## src/rtl/core/cdhc_pkg.sv

```systemverilog
// Types and codes of the debug-port handshake controller.
package cdhc_pkg;

   localparam int NumRegs = 12;

   typedef logic [2:0]  command_type;
   typedef logic [7:0]  byte_type;
   typedef logic [3:0]  reg_sel_type;
   typedef logic [1:0]  code_type;
   typedef logic [15:0] reg_word_type;
   typedef logic [2:0]  dbg_state_type;
   typedef logic [4:0]  byte_index_type;

   // event codes
   localparam command_type CmdHalt     = 3'd0;
   localparam command_type CmdBreak    = 3'd1;
   localparam command_type CmdContinue = 3'd2;
   localparam command_type CmdReport   = 3'd3;
   localparam command_type CmdPortRead = 3'd4;
   localparam command_type CmdPortWr   = 3'd5;
   localparam command_type CmdPoll     = 3'd6;
   localparam command_type CmdQuery    = 3'd7;

   // session state codes as shown on debug_state
   localparam dbg_state_type DbgNone      = 3'd0;
   localparam dbg_state_type DbgHandshake = 3'd1;
   localparam dbg_state_type DbgGetStatus = 3'd2;
   localparam dbg_state_type DbgGetRegs   = 3'd3;
   localparam dbg_state_type DbgReceiving = 3'd4;
   localparam dbg_state_type DbgPrintRegs = 3'd5;
   localparam dbg_state_type DbgPause     = 3'd6;

   // command byte returned on a port read
   localparam code_type PortNone      = 2'd0;
   localparam code_type PortPause     = 2'd1;
   localparam code_type PortDumpRegs  = 2'd2;
   localparam code_type PortGetStatus = 2'd3;

   localparam code_type NmiNone  = 2'd0;
   localparam code_type NmiPulse = 2'd1;
   localparam code_type NmiHold  = 2'd2;

   localparam code_type IrqKeep    = 2'd0;
   localparam code_type IrqDisable = 2'd1;
   localparam code_type IrqEnable  = 2'd2;

   localparam code_type MsgNone      = 2'd0;
   localparam code_type MsgRegsReady = 2'd1;
   localparam code_type MsgPaused    = 2'd2;
   localparam code_type MsgRunning   = 2'd3;

   // remote status bytes
   localparam byte_type StatusDumpRegs   = 8'h01;
   localparam byte_type StatusStopped    = 8'h02;
   localparam byte_type StatusBreakpoint = 8'h04;
   localparam byte_type StatusFinished   = 8'hFF;

   localparam byte_index_type LastByte = 5'd24;

endpackage

```

## src/rtl/core/cdhc_req_if.sv

```systemverilog
// Request channel of the debug-port controller.
interface cdhc_req_if import cdhc_pkg::*; ();
   logic        valid;
   logic        ready;
   command_type command;
   byte_type    data_byte;
   reg_sel_type reg_select;
   logic        reset_active;
   logic        bus_acquiring;

   modport source (output valid, command, data_byte, reg_select, reset_active,
                   bus_acquiring, input ready);
   modport sink (input valid, command, data_byte, reg_select, reset_active,
                 bus_acquiring, output ready);
   modport monitor (input valid, ready, command, data_byte, reg_select,
                    reset_active, bus_acquiring);
endinterface

```

## src/rtl/core/cdhc_rsp_if.sv

```systemverilog
// Response channel of the debug-port controller.
interface cdhc_rsp_if import cdhc_pkg::*; ();
   logic          valid;
   logic          ready;
   code_type      port_data;
   code_type      nmi_action;
   code_type      irq_action;
   code_type      message;
   byte_type      status_byte;
   reg_word_type  reg_value;
   dbg_state_type debug_state;
   logic          capture_done;

   modport source (output valid, port_data, nmi_action, irq_action, message,
                   status_byte, reg_value, debug_state, capture_done, input ready);
   modport sink (input valid, port_data, nmi_action, irq_action, message,
                 status_byte, reg_value, debug_state, capture_done, output ready);
   modport monitor (input valid, ready, port_data, nmi_action, irq_action, message,
                    status_byte, reg_value, debug_state, capture_done);
endinterface

```

## src/rtl/core/cpu_debug_handshake_controller.sv

```systemverilog
// Top level of the debug-port handshake controller.
//
//   channel   dir  handshake      contents
//   req_chan  in   valid/ready    event command, port byte, register select, gates
//   rsp_chan  out  valid/ready    port byte, NMI/IRQ actions, message, status, register
//
// One request per cycle while the response is taken; each passes from acceptance to response
// through the request register, then the response register, set by the single state update.
// Reset clears the session, byte index, status, shown message and all captured regs.
// A stalled response holds its register; the request register still drains into it
// in the cycle the response is taken, so no bubble appears under steady flow.
module cpu_debug_handshake_controller import cdhc_pkg::*; (
   input logic         clock,
   input logic         reset,
   cdhc_req_if.sink    req_chan,
   cdhc_rsp_if.source  rsp_chan
);

   typedef enum logic [2:0] {
      ST_NONE      = DbgNone,
      ST_HANDSHAKE = DbgHandshake,
      ST_GET_STATUS = DbgGetStatus,
      ST_GET_REGS  = DbgGetRegs,
      ST_RECEIVING = DbgReceiving,
      ST_PRINT_REGS = DbgPrintRegs,
      ST_PAUSE     = DbgPause
   } state_type;

   // request register
   logic         req_valid_ff;
   command_type  cmd_ff;
   byte_type     data_ff;
   reg_sel_type  sel_ff;
   logic         gated_ff;

   // session state
   state_type      state_ff, state_in;
   byte_index_type byte_index_ff, byte_index_in;
   byte_type       status_ff, status_in;
   logic           paused_shown_ff, paused_shown_in;
   reg_word_type   regs_ff [NumRegs];

   // response register
   logic          rsp_valid_ff;
   code_type      port_ff, nmi_ff, irq_ff, msg_ff;
   reg_word_type  reg_value_ff;
   logic          done_ff;

   code_type      port_in, nmi_in, irq_in, msg_in;
   logic          done_in;
   reg_word_type  reg_value_in;

   logic          advance;
   logic          wr_lo_en, wr_hi_en;
   reg_sel_type   wr_addr;
   byte_index_type idx_m1;
   state_type     status_next;

   assign advance        = req_valid_ff && (!rsp_valid_ff || rsp_chan.ready);
   assign req_chan.ready = !req_valid_ff || advance;

   assign idx_m1  = byte_index_ff - 5'd1;
   assign wr_addr = idx_m1[4:1];

   always_comb begin
      unique case (data_ff) inside
         StatusDumpRegs: status_next = ST_GET_REGS;
         StatusStopped, StatusBreakpoint, StatusFinished: status_next = ST_PAUSE;
         default: status_next = ST_NONE;
      endcase
   end

   always_comb begin
      state_in        = state_ff;
      byte_index_in   = byte_index_ff;
      status_in       = status_ff;
      paused_shown_in = paused_shown_ff;
      port_in         = PortNone;
      nmi_in          = NmiNone;
      irq_in          = IrqKeep;
      msg_in          = MsgNone;
      done_in         = 1'b0;
      wr_lo_en        = 1'b0;
      wr_hi_en        = 1'b0;

      unique case (cmd_ff)
         CmdHalt: begin
            if (!gated_ff && state_ff == ST_NONE) begin
               irq_in        = IrqDisable;
               state_in      = ST_HANDSHAKE;
               byte_index_in = '0;
               nmi_in        = NmiHold;
            end
         end
         CmdBreak: begin
            if (!gated_ff) begin
               irq_in        = IrqDisable;
               state_in      = ST_PAUSE;
               byte_index_in = '0;
               nmi_in        = NmiPulse;
            end
         end
         CmdContinue: begin
            if (state_ff != ST_NONE) begin
               state_in = ST_NONE;
               nmi_in   = NmiHold;
            end
         end
         CmdReport: begin
            if (!gated_ff) begin
               if (state_ff == ST_NONE) begin
                  irq_in = IrqDisable;
               end
               state_in      = ST_GET_REGS;
               byte_index_in = '0;
               nmi_in        = NmiPulse;
            end
         end
         CmdPortRead: begin
            if (state_ff == ST_HANDSHAKE) begin
               port_in  = PortGetStatus;
               state_in = ST_GET_STATUS;
            end else if (state_ff == ST_GET_REGS) begin
               port_in       = PortDumpRegs;
               state_in      = ST_RECEIVING;
               byte_index_in = 5'd1;
            end else if (state_ff == ST_NONE) begin
               irq_in = IrqEnable;
            end else begin
               port_in = PortPause;
            end
         end
         CmdPortWr: begin
            if (state_ff == ST_GET_STATUS) begin
               status_in = data_ff;
               state_in  = status_next;
            end else if (state_ff == ST_RECEIVING) begin
               if (byte_index_ff == '0 || byte_index_ff > LastByte) begin
                  byte_index_in = '0;
               end else begin
                  // odd index: low byte, high cleared; even index: high byte only
                  wr_lo_en = byte_index_ff[0];
                  wr_hi_en = !byte_index_ff[0];
                  if (byte_index_ff == LastByte) begin
                     byte_index_in = '0;
                     state_in      = ST_PRINT_REGS;
                     done_in       = 1'b1;
                  end else begin
                     byte_index_in = byte_index_ff + 5'd1;
                  end
               end
            end
         end
         CmdPoll: begin
            if (state_ff == ST_PRINT_REGS) begin
               msg_in   = MsgRegsReady;
               state_in = ST_PAUSE;
            end else if (state_ff == ST_PAUSE) begin
               if (!paused_shown_ff) begin
                  msg_in          = MsgPaused;
                  paused_shown_in = 1'b1;
               end
            end else if (state_ff == ST_NONE) begin
               if (paused_shown_ff) begin
                  msg_in          = MsgRunning;
                  paused_shown_in = 1'b0;
               end
            end
         end
         CmdQuery: begin
         end
      endcase
   end

   // selected register as it stands after this request's write
   always_comb begin
      reg_value_in = '0;
      if (sel_ff < 4'(NumRegs)) begin
         reg_value_in = regs_ff[sel_ff];
         if (wr_addr == sel_ff) begin
            if (wr_lo_en) begin
               reg_value_in = {8'h00, data_ff};
            end else if (wr_hi_en) begin
               reg_value_in[15:8] = data_ff;
            end
         end
      end
   end

   always_ff @(posedge clock) begin
      if (reset) begin
         req_valid_ff    <= 1'b0;
         rsp_valid_ff    <= 1'b0;
         state_ff        <= ST_NONE;
         byte_index_ff   <= '0;
         status_ff       <= '0;
         paused_shown_ff <= 1'b0;
         for (int i = 0; i < NumRegs; i++) begin
            regs_ff[i] <= '0;
         end
      end else begin
         if (req_chan.ready) begin
            req_valid_ff <= req_chan.valid;
         end
         if (advance) begin
            rsp_valid_ff    <= 1'b1;
            state_ff        <= state_in;
            byte_index_ff   <= byte_index_in;
            status_ff       <= status_in;
            paused_shown_ff <= paused_shown_in;
            if (wr_lo_en) begin
               regs_ff[wr_addr] <= {8'h00, data_ff};
            end
            if (wr_hi_en) begin
               regs_ff[wr_addr][15:8] <= data_ff;
            end
         end else if (rsp_chan.ready) begin
            rsp_valid_ff <= 1'b0;
         end
      end
   end

   always_ff @(posedge clock) begin
      if (req_chan.ready && req_chan.valid) begin
         cmd_ff   <= req_chan.command;
         data_ff  <= req_chan.data_byte;
         sel_ff   <= req_chan.reg_select;
         gated_ff <= req_chan.reset_active || req_chan.bus_acquiring;
      end
      if (advance) begin
         port_ff      <= port_in;
         nmi_ff       <= nmi_in;
         irq_ff       <= irq_in;
         msg_ff       <= msg_in;
         reg_value_ff <= reg_value_in;
         done_ff      <= done_in;
      end
   end

   assign rsp_chan.valid        = rsp_valid_ff;
   assign rsp_chan.port_data    = port_ff;
   assign rsp_chan.nmi_action   = nmi_ff;
   assign rsp_chan.irq_action   = irq_ff;
   assign rsp_chan.message      = msg_ff;
   assign rsp_chan.status_byte  = status_ff;
   assign rsp_chan.reg_value    = reg_value_ff;
   assign rsp_chan.debug_state  = dbg_state_type'(state_ff);
   assign rsp_chan.capture_done = done_ff;

endmodule

```

## src/flat_wrapper.sv

```systemverilog
// flat-port wrapper written by rule: the top's interface ports become plain ports
module cpu_debug_handshake_controller_flat import cdhc_pkg::*;
  (clock, reset, req_chan_valid, req_chan_command, req_chan_data_byte, req_chan_reg_select, req_chan_reset_active, req_chan_bus_acquiring, req_chan_ready, rsp_chan_valid, rsp_chan_port_data, rsp_chan_nmi_action, rsp_chan_irq_action, rsp_chan_message, rsp_chan_status_byte, rsp_chan_reg_value, rsp_chan_debug_state, rsp_chan_capture_done, rsp_chan_ready);
  cdhc_req_if req_chan_i ();
  cdhc_rsp_if rsp_chan_i ();
  input logic clock;
  input logic reset;
  input wire logic [$bits(req_chan_i.valid)-1:0] req_chan_valid;
  input wire logic [$bits(req_chan_i.command)-1:0] req_chan_command;
  input wire logic [$bits(req_chan_i.data_byte)-1:0] req_chan_data_byte;
  input wire logic [$bits(req_chan_i.reg_select)-1:0] req_chan_reg_select;
  input wire logic [$bits(req_chan_i.reset_active)-1:0] req_chan_reset_active;
  input wire logic [$bits(req_chan_i.bus_acquiring)-1:0] req_chan_bus_acquiring;
  output wire logic [$bits(req_chan_i.ready)-1:0] req_chan_ready;
  output wire logic [$bits(rsp_chan_i.valid)-1:0] rsp_chan_valid;
  output wire logic [$bits(rsp_chan_i.port_data)-1:0] rsp_chan_port_data;
  output wire logic [$bits(rsp_chan_i.nmi_action)-1:0] rsp_chan_nmi_action;
  output wire logic [$bits(rsp_chan_i.irq_action)-1:0] rsp_chan_irq_action;
  output wire logic [$bits(rsp_chan_i.message)-1:0] rsp_chan_message;
  output wire logic [$bits(rsp_chan_i.status_byte)-1:0] rsp_chan_status_byte;
  output wire logic [$bits(rsp_chan_i.reg_value)-1:0] rsp_chan_reg_value;
  output wire logic [$bits(rsp_chan_i.debug_state)-1:0] rsp_chan_debug_state;
  output wire logic [$bits(rsp_chan_i.capture_done)-1:0] rsp_chan_capture_done;
  input wire logic [$bits(rsp_chan_i.ready)-1:0] rsp_chan_ready;
  assign req_chan_i.valid = req_chan_valid;
  assign req_chan_i.command = req_chan_command;
  assign req_chan_i.data_byte = req_chan_data_byte;
  assign req_chan_i.reg_select = req_chan_reg_select;
  assign req_chan_i.reset_active = req_chan_reset_active;
  assign req_chan_i.bus_acquiring = req_chan_bus_acquiring;
  assign req_chan_ready = req_chan_i.ready;
  assign rsp_chan_valid = rsp_chan_i.valid;
  assign rsp_chan_port_data = rsp_chan_i.port_data;
  assign rsp_chan_nmi_action = rsp_chan_i.nmi_action;
  assign rsp_chan_irq_action = rsp_chan_i.irq_action;
  assign rsp_chan_message = rsp_chan_i.message;
  assign rsp_chan_status_byte = rsp_chan_i.status_byte;
  assign rsp_chan_reg_value = rsp_chan_i.reg_value;
  assign rsp_chan_debug_state = rsp_chan_i.debug_state;
  assign rsp_chan_capture_done = rsp_chan_i.capture_done;
  assign rsp_chan_i.ready = rsp_chan_ready;
  cpu_debug_handshake_controller u_core (.clock(clock), .reset(reset), .req_chan(req_chan_i), .rsp_chan(rsp_chan_i));
endmodule
```

## config.mk

```make
export PLATFORM = sky130hd
export DESIGN_NAME = cpu_debug_handshake_controller_flat
export DESIGN_NICKNAME = d
export VERILOG_FILES = /design/src/rtl/core/cdhc_pkg.sv /design/src/rtl/core/cdhc_req_if.sv /design/src/rtl/core/cdhc_rsp_if.sv /design/src/rtl/core/cpu_debug_handshake_controller.sv /design/src/flat_wrapper.sv
export SDC_FILE = /design/constraint.sdc
export NUM_CORES = 1
export LEC_CHECK = 0
export BUFFER_PORTS_ARGS = -buffer_cell sky130_fd_sc_hd__buf_2
export CAP_MARGIN = 20
export CORE_MARGIN = 2
export CORE_UTILIZATION = 50
export CTS_BUF_LIST = sky130_fd_sc_hd__clkbuf_2
export CTS_CLUSTER_DIAMETER = 100
export DETAILED_ROUTE_END_ITERATION = 16
export GPL_TIMING_DRIVEN = 0
export HOLD_SLACK_MARGIN = 0.12
export PLACE_DENSITY = 0.77
export RECOVER_POWER = 50
export SLEW_MARGIN = 20
export SYNTH_ARGS = -nofsm -noshare
export SYNTH_HDL_FRONTEND = slang
export SYNTH_SLANG_ARGS = --single-unit
```

## constraint.sdc

```tcl
create_clock -name clock -period 5.4 [get_ports clock]
set_input_delay 1.08 -clock clock [delete_from_list [all_inputs] [get_ports clock]]
set_output_delay 1.08 -clock clock [all_outputs]
set_load 0.02 [all_outputs]
```

# After elaboration in Yosys (flattened, before gate mapping)
# Memories as Yosys holds them, arrays and structs flattened. A register that Yosys moved wholly into a read port is not among the register bits.
# Index checks and enable logic that the tools add are counted.
[totals]
regBits = 60
elab_cells = 160
mem_bits_rw = 192
input_bits = 21
output_inout_bits = 38
memories = 1
[classes]
magnitude_cmp = 2
mux = 73
add_sub_neg = 2
n_bitwise = 5
reduce_logical = 28
n_eq_ne = 32
[memory_table]
columns = ["memory", "depth", "width", "read_ports", "rd_clocked_by_memory_dff", "wr", "line_no", "source"]
rows = [
  ["u_core.regs_ff", 12, 16, 1, 1, 12, "cpu_debug_handshake_controller.sv:41", "reg_word_type regs_ff [NumRegs];"],
]
[op_table]
columns = ["op", "count"]
rows = [
  ["2-to-1 mux 5 bit", 8],
  ["2-to-1 mux 3 bit", 11],
  ["2-to-1 mux 16 bit", 2],
  ["2-to-1 mux 8 bit", 4],
  ["2-to-1 mux 1 bit", 28],
  ["2-to-1 mux 2 bit", 13],
  ["case mux 3 bit (7 select lines)", 1],
  ["case mux 5 bit (4 select lines)", 1],
  ["equality test 3 bit (second input constant)", 6],
  ["OR reduction 16 bit", 1],
  ["equality test 3 x 2 -> 1 bit (second input constant)", 4],
  ["AND reduction 11 bit", 1],
  ["!= test 2 x 1 -> 1 bit (second input constant)", 5],
  ["!= test 2 bit (second input constant)", 5],
  ["!= test 3 x 1 -> 1 bit (second input constant)", 3],
  ["equality test 8 x 1 -> 1 bit (second input constant)", 1],
  ["equality test 8 x 2 -> 1 bit (second input constant)", 1],
  ["equality test 8 x 3 -> 1 bit (second input constant)", 1],
  ["equality test 8 bit (second input constant)", 1],
  ["2-to-1 mux 4 bit", 2],
  ["case mux 2 bit (4 select lines)", 1],
  ["AND reduction 8 bit", 1],
  ["nonzero test 7 bit", 1],
  ["equality test 3 x 1 -> 1 bit (second input constant)", 2],
  ["other kinds (24)", 38],
]

# Longest topological paths before layout
[depth]
depth_word = 13
ltp_mapped = 10
depth_no_buf = 7

# Worst setup path after synthesis
# No wires, ideal clock.
[synth_path]
path_kind = "flip-flop to flip-flop"
from = "register u_core.byte_index_ff[0]"
to = "memory u_core.regs_ff[2][0] (netlist name) (enable)"
setup_slack_ns = 1.942
period_less_slack_ns = 3.458
setup_ns = 0.384
required_time_ns = 5.016
path_stages_with_launch = 9
n_path_buf = 2
arrival_time_ns = 3.074
path_cell_list = "dfxtp_1 clkbuf_1 inv_1 ha_1 nor4b_1 a2111o_4 or4_1 buf_4 o21ai_0"
[synth_rtl]
columns = ["item", "line_no", "source"]
rows = [
  ["start, declared", "cpu_debug_handshake_controller.sv:38", "byte_index_type byte_index_ff, byte_index_in;"],
  ["start signal, assigned", "cpu_debug_handshake_controller.sv:208", "byte_index_ff <= byte_index_in;"],
  ["end, declared", "cpu_debug_handshake_controller.sv:41", ""],
]

# Worst setup path in the final report
[layout_path]
from = "register u_core.byte_index_ff[0]"
to = "register u_core.reg_value_ff[8] (netlist: u_core.rsp_chan.reg_value[8]), data pin"
[layout_via]
elab_chain_len = 9
word_cells_on_any_way = 17
cone_classes = "add/sub: 1; order compare: 1; eq/ne: 1; mux: 11; reduce/logical: 3"
[layout_rtl]
columns = ["item", "line_no", "source"]
rows = [
  ["> comparator 5 bit or logical NOT 5 bit (tied branches)", "cpu_debug_handshake_controller.sv:138", "if (byte_index_ff == '0 || byte_index_ff > LastByte) begin"],
  ["logical OR 1 bit", "cpu_debug_handshake_controller.sv:138", ""],
  ["2-to-1 mux 1 bit", "cpu_debug_handshake_controller.sv:138", ""],
  ["2-to-1 mux 1 bit", "cpu_debug_handshake_controller.sv:137", "end else if (state_ff == ST_RECEIVING) begin"],
  ["2-to-1 mux 1 bit", "cpu_debug_handshake_controller.sv:134", "if (state_ff == ST_GET_STATUS) begin"],
  ["2-to-1 mux 1 bit", "cpu_debug_handshake_controller.sv:86", "unique case (cmd_ff)"],
  ["2-to-1 mux 8 bit", "cpu_debug_handshake_controller.sv:183", "end else if (wr_hi_en) begin"],
  ["2-to-1 mux 8 bit", "cpu_debug_handshake_controller.sv:181", "if (wr_lo_en) begin"],
  ["2-to-1 mux 16 bit (*)", "cpu_debug_handshake_controller.sv:180", "if (wr_addr == sel_ff) begin"],
  ["end signal, assigned", "cpu_debug_handshake_controller.sv:235", "reg_value_ff <= reg_value_in;"],
  ["end, declared", "cpu_debug_handshake_controller.sv:46", "reg_word_type reg_value_ff;"],
]
# Mark *: on every way between the ends. The rest lies on a longest branch, timed or not.
# A chain may end at the register's enable or synchronous reset.

==> flow_summary_export.csv <==
group,metric,value,unit
power_and_ir_drop,peakVddDrop,0.000144,V
setup_path,arrival,5.13,ns
finish,syn2layout_area_growth,8.85,%
yosys,syn_nets,1014,
power_and_ir_drop,p_switching,0.00125,W
cts,numClockSinks,320,
yosys,ys.flop_type,"edfxtp_1",
route,drtPass1Iterations,6,
setup_path,critPathKind,"flop to flop",
power_and_ir_drop,power_density,308,mW/mm2
sta,grt_setup_unrepaired,"no",
floorplan,dieWidth,174,um
cts,post_cts_resized,0,
status,violations,"max-capacitance violations, max-slew violations",
route,post_drt_wl_per_cell,21.9,um
grt,grt_usage,0.231,
sta,slew_headroom,-0.151,
min_path,min_path_type,"input port to flop",
yosys,ys_ff_latch,320,
sta,hold_viol_final,0,
sta,setup_viol,0,
yosys,synth_area_leaders,"edfxtp_1 62%, mux4_2 11%, and2_1 3.4%, nor2_1 3.2%, dfxtp_1 3.2%",
cts,tritoncts,"done",
yosys,yosysMostFrequentCell,"edfxtp_1",
yosys,synthCells,990,
floorplan,core,0.0285,mm2
grt,grt_start_max_net_pins,25,
floorplan,die_area,0.0301,mm2
floorplan,row_count,62,
place,port_buffers,58,
power_and_ir_drop,power.internal,0.00358,W
job,cap_violations,2,
route,antenna_left,0,
cts,clkTransAtPathRegs,0.12,ns
place,dp_slack,1.27,ns
power_and_ir_drop,finalPower,0.00483,W
cts,root_buffer,"clkbuf_2",
grt,overflow,0,
place,gp_routability_congestion,0.869,
finish,fin_nets,1156,
cts,clockBufferDepth,3,
yosys,synth.distinct_cells,65,
cts,post_cts_buffers,0,
finish,layout-drive-gt1-share,0.198,
floorplan,initial_core_util,0.504,
power_and_ir_drop,p_leak,5.22,nW
finish,multiInputGateArea,0.00452,mm2
setup_path,rrSetupSlack,0.92,ns
yosys,yosysSeqAreaShare,0.652,
cts,ctsHtreeMaxLevel,3,
setup_path,worst_setup_path_end_kind,"flop",
status,outcome,"finished, violations left",
route,drt-initial-drc-count,1035,
sta,min_period,4.48,ns
grt,antenna_found_initial,1,
power_and_ir_drop,comb_power_share,0.086,
sta,fin_worst_skew,0.117,ns
floorplan,chipHeight,174,um
sta,finalMaxSlewViolations,34,
sta,worst_slew_pin_slew,1.70,ns
yosys,yosysWarnings,0,
setup_path,crit_path_start_kind,"flop",
yosys,synthTopCellsByCount,"297 x edfxtp_1, 123 x nor2_1, 79 x and2_1",
grt,grt_pass1_vias,9295,
route,vias,9106,
grt,grt_pass1_wl,52.4,mm
yosys,synth_top_area_cell,"edfxtp_1",
setup_path,required,6.05,ns
route,drc,0,
sta,timing.final.crit_share,0.829,
cts,clk_latency,0.94,ns
power_and_ir_drop,seqPwrFrac,0.582,
cts,cts.hold.buffers_added,0,
finish,fillers,2415,
sta,fmax,223,MHz
yosys,synth_edf_count,297,
yosys,netlist.area_leader.share,0.620,
setup_path,crit_fanout,10,
sta,tns,0,ns
finish,seq_area,0.00938,mm2
yosys,syn-cell-area,0.0144,mm2
power_and_ir_drop,swShare,0.259,
yosys,synth_async_sr_flop_share,0,
power_and_ir_drop,clockPowerShare,0.332,
floorplan,top_level_ports,59,
yosys,avgSynthCellArea,14.5,um2
route,routed_wl,34.2,mm
place,dp_hpwl,23.5,mm
cts,numCtsBuffers,81,
sta,layout_setup_ws,0.922,ns
route,vias_per_cell,5.81,
[logic make-up (layout without fill, tap and decap cells)]
kind of cell | after synthesis | after routing | synth area share
flops | 320 | 320 | 0.652
other cells | 0 | 1 | 0
fa+ha+maj | 4 | 4 | 0.00331
compound gates | 105 | 105 | 0.0506
buf+inv | 90 | 281 | 0.0252
xor+xnor | 11 | 11 | 0.00670
simple gates | 374 | 374 | 0.139
mux | 86 | 86 | 0.123
[flip-flops by register name, indices dropped and copies added (netlist names), named ones only]
register                      flops
u_core.rsp_chan.valid             1
u_core.rsp_chan.debug_state       3
u_core.req_valid_ff               1
u_core.sel_ff                     4
u_core.rsp_chan.nmi_action        2
u_core.cmd_ff                     3
u_core.rsp_chan.port_data         2
u_core.rsp_chan.irq_action        2
u_core.rsp_chan.status_byte       8
u_core.rsp_chan.message           2
u_core.byte_index_ff              5
u_core.rsp_chan.reg_value        16
u_core.paused_shown_ff            1
u_core.rsp_chan.capture_done      1
u_core.gated_ff                   1
u_core.regs_ff                  256
u_core.data_ff                    8
[path summary, 6_finish.rpt]
path                            depth (start not counted)                      startpoint                        endpoint
worst min-delay path                                    1             req_chan_command[1]                u_core.cmd_ff[1]
worst max-delay path                                    8         u_core.byte_index_ff[0]    u_core.rsp_chan.reg_value[8]
worst max register to register                          8         u_core.byte_index_ff[0]    u_core.rsp_chan.reg_value[8]
worst min register to register                          2  u_core.rsp_chan.status_byte[3]  u_core.rsp_chan.status_byte[3]
[per-stage QoR]
step | cell area, um2 | hold slack (ns) | utilization | instances
6_report | 15700 | 0.304 | 0.549 | 1566
5_1_grt | 15700 | 0.273 | 0.549 | 1566
4_1_cts | 15900 | 0.217 | 0.556 | 1565
3_5_place_dp | 15200 | 0.444 | 0.532 | 1433
3_3_place_gp | 15200 | 0.447 | 0.531 | 1432
2_1_floorplan | 14400 | 0.480 | - | 990
[layer usage]
layer  GRT usage  routed length [um]  vias up
met1       0.313               13700     4459
li1            -                   -     4069
met3      0.0632                3350       90
met5           0                   0        -
met4       0.100                1160        0
met2       0.355               16000      488
[area by class of cell]
| class | count | share of cell area |
|---|---|---|
| flip-flops and latches | 320 | 0.599 |
| multi-input cells | 580 | 0.289 |
| clock buffers | 121 | 0.0387 |
| well taps | 384 | 0.0307 |
| plain buffers | 72 | 0.0175 |
| repair buffers | 59 | 0.0152 |
| clock inverters | 11 | 0.00583 |
| inverters | 18 | 0.00431 |
| diodes | 1 | 0.000160 |
[power by group through the flow]
stage	Combinational [W]	Clock, W	Sequential (W)
global route	0.000445	0.00174	0.00282
global placement	0.000414	0	0.00286
CTS	0.000424	0.00163	0.00281
floorplan	0.000276	0	0.00287
finish	0.000418	0.00160	0.00281
detailed placement	0.000423	0	0.00287
[worst max-delay path, stage by stage (launching register included)]
cell,delay (ns)
dfxtp_1,0.42
clkbuf_1,0.40
inv_1,0.16
ha_1,0.31
clkbuf_1,0.46
xnor2_1,0.22
a2111oi_4,0.47
nor4b_1,1.38
a32o_1,0.37
[layout by cell type (no fill, tap or decap), types with 10 or more instances in the layout]
| cell | count |
|---|---|
| a211oi_1 | 11 |
| a21oi_1 | 38 |
| and2_0 | 24 |
| and2_1 | 55 |
| buf_2 | 16 |
| clkbuf_1 | 109 |
| clkbuf_2 | 121 |
| dfxtp_1 | 23 |
| edfxtp_1 | 297 |
| inv_1 | 18 |
| mux4_2 | 72 |
| nand2_1 | 59 |
| nand3_1 | 10 |
| nor2_1 | 131 |
| nor2b_1 | 11 |
| nor3_1 | 34 |
| o21ai_1 | 12 |
No activity file was read; power rests on OpenSTA's default activity.
